File: config.mk
export PLATFORM = sky130hd
export DESIGN_NAME = fws_ctrl
export DESIGN_NICKNAME = d
export VERILOG_FILES = /design/src/rtl/core/fws_pkg.sv /design/src/rtl/core/fws_ctrl.sv
export SDC_FILE = /design/constraint.sdc
export NUM_CORES = 1
export LEC_CHECK = 0
export BUFFER_PORTS_ARGS = -buffer_cell sky130_fd_sc_hd__buf_2
export CORE_MARGIN = 2
export CORE_UTILIZATION = 39
export CTS_CLUSTER_DIAMETER = 80
export DETAILED_ROUTE_END_ITERATION = 16
export PLACE_DENSITY = 0.74
export SLEW_MARGIN = 10
export SYNTH_ARGS = -nofsm -noshare
export SYNTH_HDL_FRONTEND = slang
export SYNTH_SLANG_ARGS = --single-unit
File: constraint.sdc
create_clock -name i_clk -period 1.3 [get_ports i_clk]
set_clock_uncertainty 0.15 [all_clocks]
set_input_delay 0.325 -clock i_clk [delete_from_list [all_inputs] [get_ports i_clk]]
set_output_delay 0.325 -clock i_clk [all_outputs]
set_load 0.05 [all_outputs]
File: src/rtl/core/fws_pkg.sv
// Shared types and constants of the focus window work scheduler
package fws_pkg;

    localparam int PAGE_W  = 12;
    localparam int TOTAL_W = 13;
    localparam int CALC_W  = 18;
    localparam int D_W     = 13;
    localparam int XW      = 17;
    localparam int MAP_FULL  = 1;
    localparam int MAP_THUMB = 0;

    typedef enum logic [1:0] {
        OP_FOCUS      = 2'd0,
        OP_NEXT       = 2'd1,
        OP_MARK_FULL  = 2'd2,
        OP_MARK_THUMB = 2'd3
    } t_op;

    typedef enum logic [3:0] {
        S_CLEAR, S_IDLE, S_CALC, S_FCHK, S_FHI, S_FLO, S_MARK_F,
        S_THUMB_RD, S_THUMB_WR, S_PRIO, S_PRIO_LIST, S_PRIO_MAP, S_BG, S_BG_CHK
    } t_state;

    typedef struct packed {
        logic clr_done;
        logic repeat_focus;
        logic gen_done;
        logic entry_full;
        logic prio_avail;
        logic bg_avail;
        logic bg_free;
        logic out_busy;
    } t_sts;

    typedef struct packed {
        logic load_in;
        logic clr_step;
        logic calc;
        logic focus_begin;
        logic push_hi;
        logic push_lo;
        logic mark_full;
        logic thumb_rd;
        logic thumb_wr;
        logic prio_rd;
        logic prio_pop;
        logic prio_clear;
        logic bg_rd;
        logic emit_prio;
        logic emit_bg;
        logic emit_none;
    } t_cmd;

endpackage

File: src/rtl/core/fws_ctrl.sv
// Control state machine of the scheduler
module fws_ctrl
    import fws_pkg::*;
(
    input  logic       i_clk,
    input  logic       i_rst_n,
    input  logic       i_in_valid,
    input  logic [1:0] i_opcode,
    input  t_sts       i_sts,
    output logic       o_in_ready,
    output t_cmd       o_cmd
);
    t_state r_state, n_state;

    // hold state
    always_ff @(posedge i_clk) begin
        if (!i_rst_n) begin
            r_state <= S_CLEAR;
        end else begin
            r_state <= n_state;
        end
    end

    // sequence each word
    always_comb begin
        n_state    = r_state;
        o_cmd      = '0;
        o_in_ready = 1'b0;
        case (r_state)
            S_CLEAR: begin
                o_cmd.clr_step = 1'b1;
                if (i_sts.clr_done) n_state = S_IDLE;
            end
            S_IDLE: begin
                o_in_ready = 1'b1;
                if (i_in_valid) begin
                    o_cmd.load_in = 1'b1;
                    case (t_op'(i_opcode))
                        OP_FOCUS:     n_state = S_CALC;
                        OP_NEXT:      n_state = S_PRIO;
                        OP_MARK_FULL: n_state = S_MARK_F;
                        default:      n_state = S_THUMB_RD;
                    endcase
                end
            end
            S_CALC: begin
                o_cmd.calc = 1'b1;
                n_state = S_FCHK;
            end
            S_FCHK: begin
                if (i_sts.repeat_focus) begin
                    n_state = S_IDLE;
                end else begin
                    o_cmd.focus_begin = 1'b1;
                    n_state = S_FHI;
                end
            end
            S_FHI: begin
                if (i_sts.gen_done) begin
                    n_state = S_IDLE;
                end else begin
                    o_cmd.push_hi = 1'b1;
                    n_state = S_FLO;
                end
            end
            S_FLO: begin
                o_cmd.push_lo = 1'b1;
                n_state = S_FHI;
            end
            S_MARK_F: begin
                o_cmd.mark_full = 1'b1;
                n_state = S_IDLE;
            end
            S_THUMB_RD: begin
                o_cmd.thumb_rd = 1'b1;
                n_state = S_THUMB_WR;
            end
            S_THUMB_WR: begin
                o_cmd.thumb_wr = 1'b1;
                n_state = S_IDLE;
            end
            S_PRIO: begin
                if (i_sts.prio_avail) begin
                    o_cmd.prio_rd = 1'b1;
                    n_state = S_PRIO_LIST;
                end else begin
                    o_cmd.prio_clear = 1'b1;
                    n_state = S_BG;
                end
            end
            S_PRIO_LIST: begin
                o_cmd.prio_pop = 1'b1;
                n_state = S_PRIO_MAP;
            end
            S_PRIO_MAP: begin
                if (i_sts.entry_full) begin
                    n_state = S_PRIO;
                end else if (!i_sts.out_busy) begin
                    o_cmd.emit_prio = 1'b1;
                    n_state = S_IDLE;
                end
            end
            S_BG: begin
                if (i_sts.bg_avail) begin
                    o_cmd.bg_rd = 1'b1;
                    n_state = S_BG_CHK;
                end else if (!i_sts.out_busy) begin
                    o_cmd.emit_none = 1'b1;
                    n_state = S_IDLE;
                end
            end
            S_BG_CHK: begin
                if (!i_sts.bg_free) begin
                    n_state = S_BG;
                end else if (!i_sts.out_busy) begin
                    o_cmd.emit_bg = 1'b1;
                    n_state = S_IDLE;
                end
            end
            default: begin
                n_state = S_IDLE;
            end
        endcase
    end
endmodule

==> reports/metrics.cfg, run 1 <==
[clock_tree]
ctsResizeCount=74
clockRootBuffer=clkbuf_4
ctsHoldBuffers=0
cts_buffers=3
clockBufferDepth=2
post_cts_buffers=11
cts_max_level=1
cts_num_sinks=4

[yosys]
syn_avg_cell_area_um2=6.85
synth_area_leader_cell=dfxtp_1
synthCells=82
synth_area_um2=562
synth_top_area_share_pct=14.3
yosysWarningCount=0
yosysSeqAreaShare_pct=14.3
ys_ff_latch=4
syn-num-nets=95
netlist_top_cells_area=dfxtp_1 14%, nor4_1 6.7%, nand2b_1 5.6%
synth_cell_types=35

[run_status]
error=[ERROR DPL-0038] Utilization greater than 100%, impossible to legalize
status=aborted with a tool error
stop_stage=clock tree synthesis

[placed_design]
port-buffer-count=29
dp_hpwl_mm=1.89
globalplace.congestion=0.917

[floorplan]
die_h_um=42.0
ios=30
die_x_um=42.0
start_util_pct=42.6
rows=13

## cells in the mapped netlist
cell / number
o21ai_0: 3
nor4_1: 6
nand2b_2: 1
and2_1: 1
or2_0: 1
or2_2: 1
inv_1: 3
and2b_1: 1
nand3_1: 2
a221o_1: 1
a221oi_1: 1
nor4b_1: 1
nor4b_4: 1
nand2b_1: 5
nor3_1: 6
a21o_1: 2
a31o_2: 1
nand4_1: 1
dfxtp_1: 4
buf_2: 6
nand2_2: 1
nor2b_1: 2
a21oi_1: 2
a31oi_1: 4
buf_4: 2
a311o_1: 1
nand2_1: 5
or3_1: 2
and3_1: 2
o311a_1: 1
o21bai_1: 1
o21a_1: 1
o32a_1: 2
o22ai_1: 1
nor2_1: 7
## stage by stage
step / instances / cell area, um2 / setup slack, ps / utilization [%] / hold slack (ps)
floorplan: 82 / 832 / -572 / - / 288
global placement: 149 / 1140 / -346 / 86.8 / 424
detailed placement: 149 / 1140 / -396 / 86.8 / 433
## kinds of logic after synthesis
group,Yosys count,synth area share (%)
AND/OR/NAND/NOR,46,48.3
flip-flops,4,14.3
buffers and inverters,11,10.0
AO/OA/AOI/OAI,21,27.4
==> run 2, diff against run 1 <==
CORE_AREA = 2 2 63 65   (was default)
CORE_MARGIN = default   (was 2)
CORE_UTILIZATION = default   (was 39)
CTS_CLUSTER_DIAMETER = default   (was 80)
DIE_AREA = 0 0 65 67   (was default)
PLACE_DENSITY = default   (was 0.74)
PLACE_DENSITY_LB_ADDON = 0.15   (was default)
clock period = 1.7 ns   (was 1.3 ns; I/O delays follow)
==> run 2 against run 1 <==
The flow now finishes, with violations (setup timing). Area after synthesis unchanged. Synthesized cell count unchanged.
==> reports/metrics.cfg, run 2 <==
[run_status]
status=finished with violations
violations=setup timing

[final_layout]
reg_top3=r_state: 4 flops
final_cells=189
seq_area_um2=95.1
fillers=354
drive_gt1_share_pct=70.9
largest_register_ffs=4
nets=155
area_delta_synth_final_pct=158
diodes=0
utilization_pct=40.2
multi_input_area_um2=653
largest_register=r_state
layout_commonest_cell=buf_4
layout_common_cells=26 x buf_4, 19 x buf_6, 11 x buf_2

[yosys]
yosysSeqAreaShare_pct=14.3  ; unchanged
yosysMostFrequentCell=nor2_1
synth_area_leader_cell=dfxtp_1
ys.flop_type=dfxtp_1
synth_cell_types=35  ; unchanged
synthAdderAreaFrac_pct=0  ; unchanged
syn-num-nets=95  ; unchanged
synth_top_area_share_pct=14.3  ; unchanged
synth_edf_count=0  ; unchanged
yosysWarningCount=0  ; unchanged
synth-xor-area-share_pct=0  ; unchanged
netlist_top_cells_area=dfxtp_1 14%, nor4_1 6.7%, nand2b_1 5.6%
async_flop_share_pct=0  ; unchanged
synth_compound_area_share_pct=27.4  ; unchanged
synth_top_cells_by_count=7 x nor2_1, 6 x buf_2, 6 x nor3_1, 6 x nor4_1
yosys.area_share.simple_pct=48.3  ; unchanged
synth_area_um2=562  ; unchanged
ys_ff_latch=4  ; unchanged
syn_avg_cell_area_um2=6.85  ; unchanged
synth_mux_area_share_pct=0  ; unchanged
synthCells=82  ; unchanged
synth_top_family_by_area=simple AND/OR/NAND/NOR gates

[routing]
drc=0
wl_per_cell_um=13.1
drt_iter0_drc=58
post_drt_via_cell_ratio=4.50
postRouteWirelength_mm=2.48
ant_nets=0
routed-via-count=851
drt-pass1-iter-count=4

[floorplan]
die_x_um=65  ; +55%
dieArea_um2=4360
die_h_um=67  ; +60%
start_util_pct=15.6  ; -27 points
core_area_um2=3610
ios=30  ; unchanged
rows=22  ; +9

[clock_tree]
clockRootBuffer=clkbuf_8
cts_max_level=1  ; unchanged
tritoncts=built
cts_num_sinks=4  ; unchanged
path_clk_slew_ps=40
cts_buffers=3  ; unchanged
clock_latency_ps=220
ctsHoldBuffers=0  ; unchanged
clockBufferDepth=2  ; unchanged

[global_route]
grt_pass1_vias=887
grt.overflow.total=0
grt_max_degree=14
antenna_found_initial=0
grt_pass1_wl_mm=4.28
track_usage_pct=12.8

[hold_path]
worstHoldPathType=input port to flip-flop

[placed_design]
port-buffer-count=29  ; unchanged
dp_hpwl_mm=1.97  ; +4.5%
dp.cells=178  ; +19%
globalplace.congestion=0.784  ; -14%

[setup_path]
critical_path.max_fanout=6
crit_type=flip-flop to primary output
cpPeakStageDelay_ps=400
setup.worst_path.start_class=flip-flop
cp_data_arrival_time_ps=1270
critPathRequiredTime_ps=1120
crit_path_cell_trace=buf_12 > nand2_8 > nor4b_4 > buf_6
cp_slowest_cell=dfxtp_4
end_kind=primary output

[sta]
setup_ws_ps=-146
fin_tns_setup_ps=-1520
finalCritPeriodShare_pct=109
period_needed_ps=1850
drv_slew=0
worst_slew_margin_rel_pct=81.9
whs_ps=277
tightest_slew_ps=269
setup_violations=16
max_freq_mhz=542
finalHoldViolations=0
rsz0062_at_grt=yes

[pwr]
leakagePower_nw=0.570
p_per_area_nw_per_um2=374
max-vdd-ir-drop_mv=0.247

[flow_run]
max_cap_viol_count=0

[run 2: cell counts after synthesis]
Identical to the previous run, type by type.
[run 2: cell families after synthesis]
kind of cell / Yosys count
AND/OR/NAND/NOR: 46
AO/OA/AOI/OAI: 21
buffers and inverters: 11
flip-flops: 4
[run 2: per-stage QoR]
stage | cell area [um2] | worst slack (ps) | total power, mW
6_report | 1450 | -146 | 0.542
5_1_grt | 1450 | -193 | 0.566
4_1_cts | 1420 | -146 | 0.544
3_5_place_dp | 1140 | -77.1 | 0.306
3_3_place_gp | 1140 | -78.5 | 0.306
2_1_floorplan | 822 | -272 | 0.229
[run 2: worst max-delay path, delay by kind of cell (launching register included)]
kind / cells / cell delay [ps]
buffers and inverters: 2 / 320
flip-flops: 1 / 400
AND/OR/NAND/NOR: 2 / 320
[run 2: final timing paths]
| path | from | endpoint | slack [ps] | depth (start not counted) |
|---|---|---|---|---|
| min reg2reg | r_state[0]$_SDFFE_PN0P_ | r_state[3]$_SDFFE_PN0P_ | 600 | 3 |
| max reg2reg | r_state[3]$_SDFFE_PN0P_ | r_state[3]$_SDFFE_PN0P_ | 50 | 5 |
| min | i_rst_n | r_state[0]$_SDFFE_PN0P_ | 280 | 3 |
| max | r_state[0]$_SDFFE_PN0P_ | o_cmd[6] | -150 | 4 |
[run 2: layer usage]
| layer | vias to the layer above | share of wire (%) | global-route usage, % |
|---|---|---|---|
| met4 | 0 | 0.16 | 1.86 |
| li1 | 427 | - | - |
| met1 | 401 | 45 | 16.7 |
| met3 | 2 | 7.1 | 4.90 |
| met5 | - | 0 | 0 |
| met2 | 21 | 48 | 20.2 |
[run 2: what timing repair did]
item	in CTS	in global routing
setup buffers	6	1
pin swaps	5	1
gates resized for setup	56	6
setup endpoints to repair	18	19
[run 2: where the power goes]
part           total, mW  leakage, nW  switching, mW  internal (mW)
clock network      0.219       0.0228         0.0577          0.161
registers          0.103       0.0355        0.00914         0.0944
logic              0.220        0.512          0.116          0.104
[run 2: cell type report]
type | count | share of cell area [%]
sequential | 4 | 6.56
timing repair buffer | 63 | 40.3
inverter | 3 | 0.777
tap | 48 | 4.15
clock buffer | 4 | 3.11
multi-input combinational | 67 | 45.1
No activity file was read; power rests on OpenSTA's default activity.
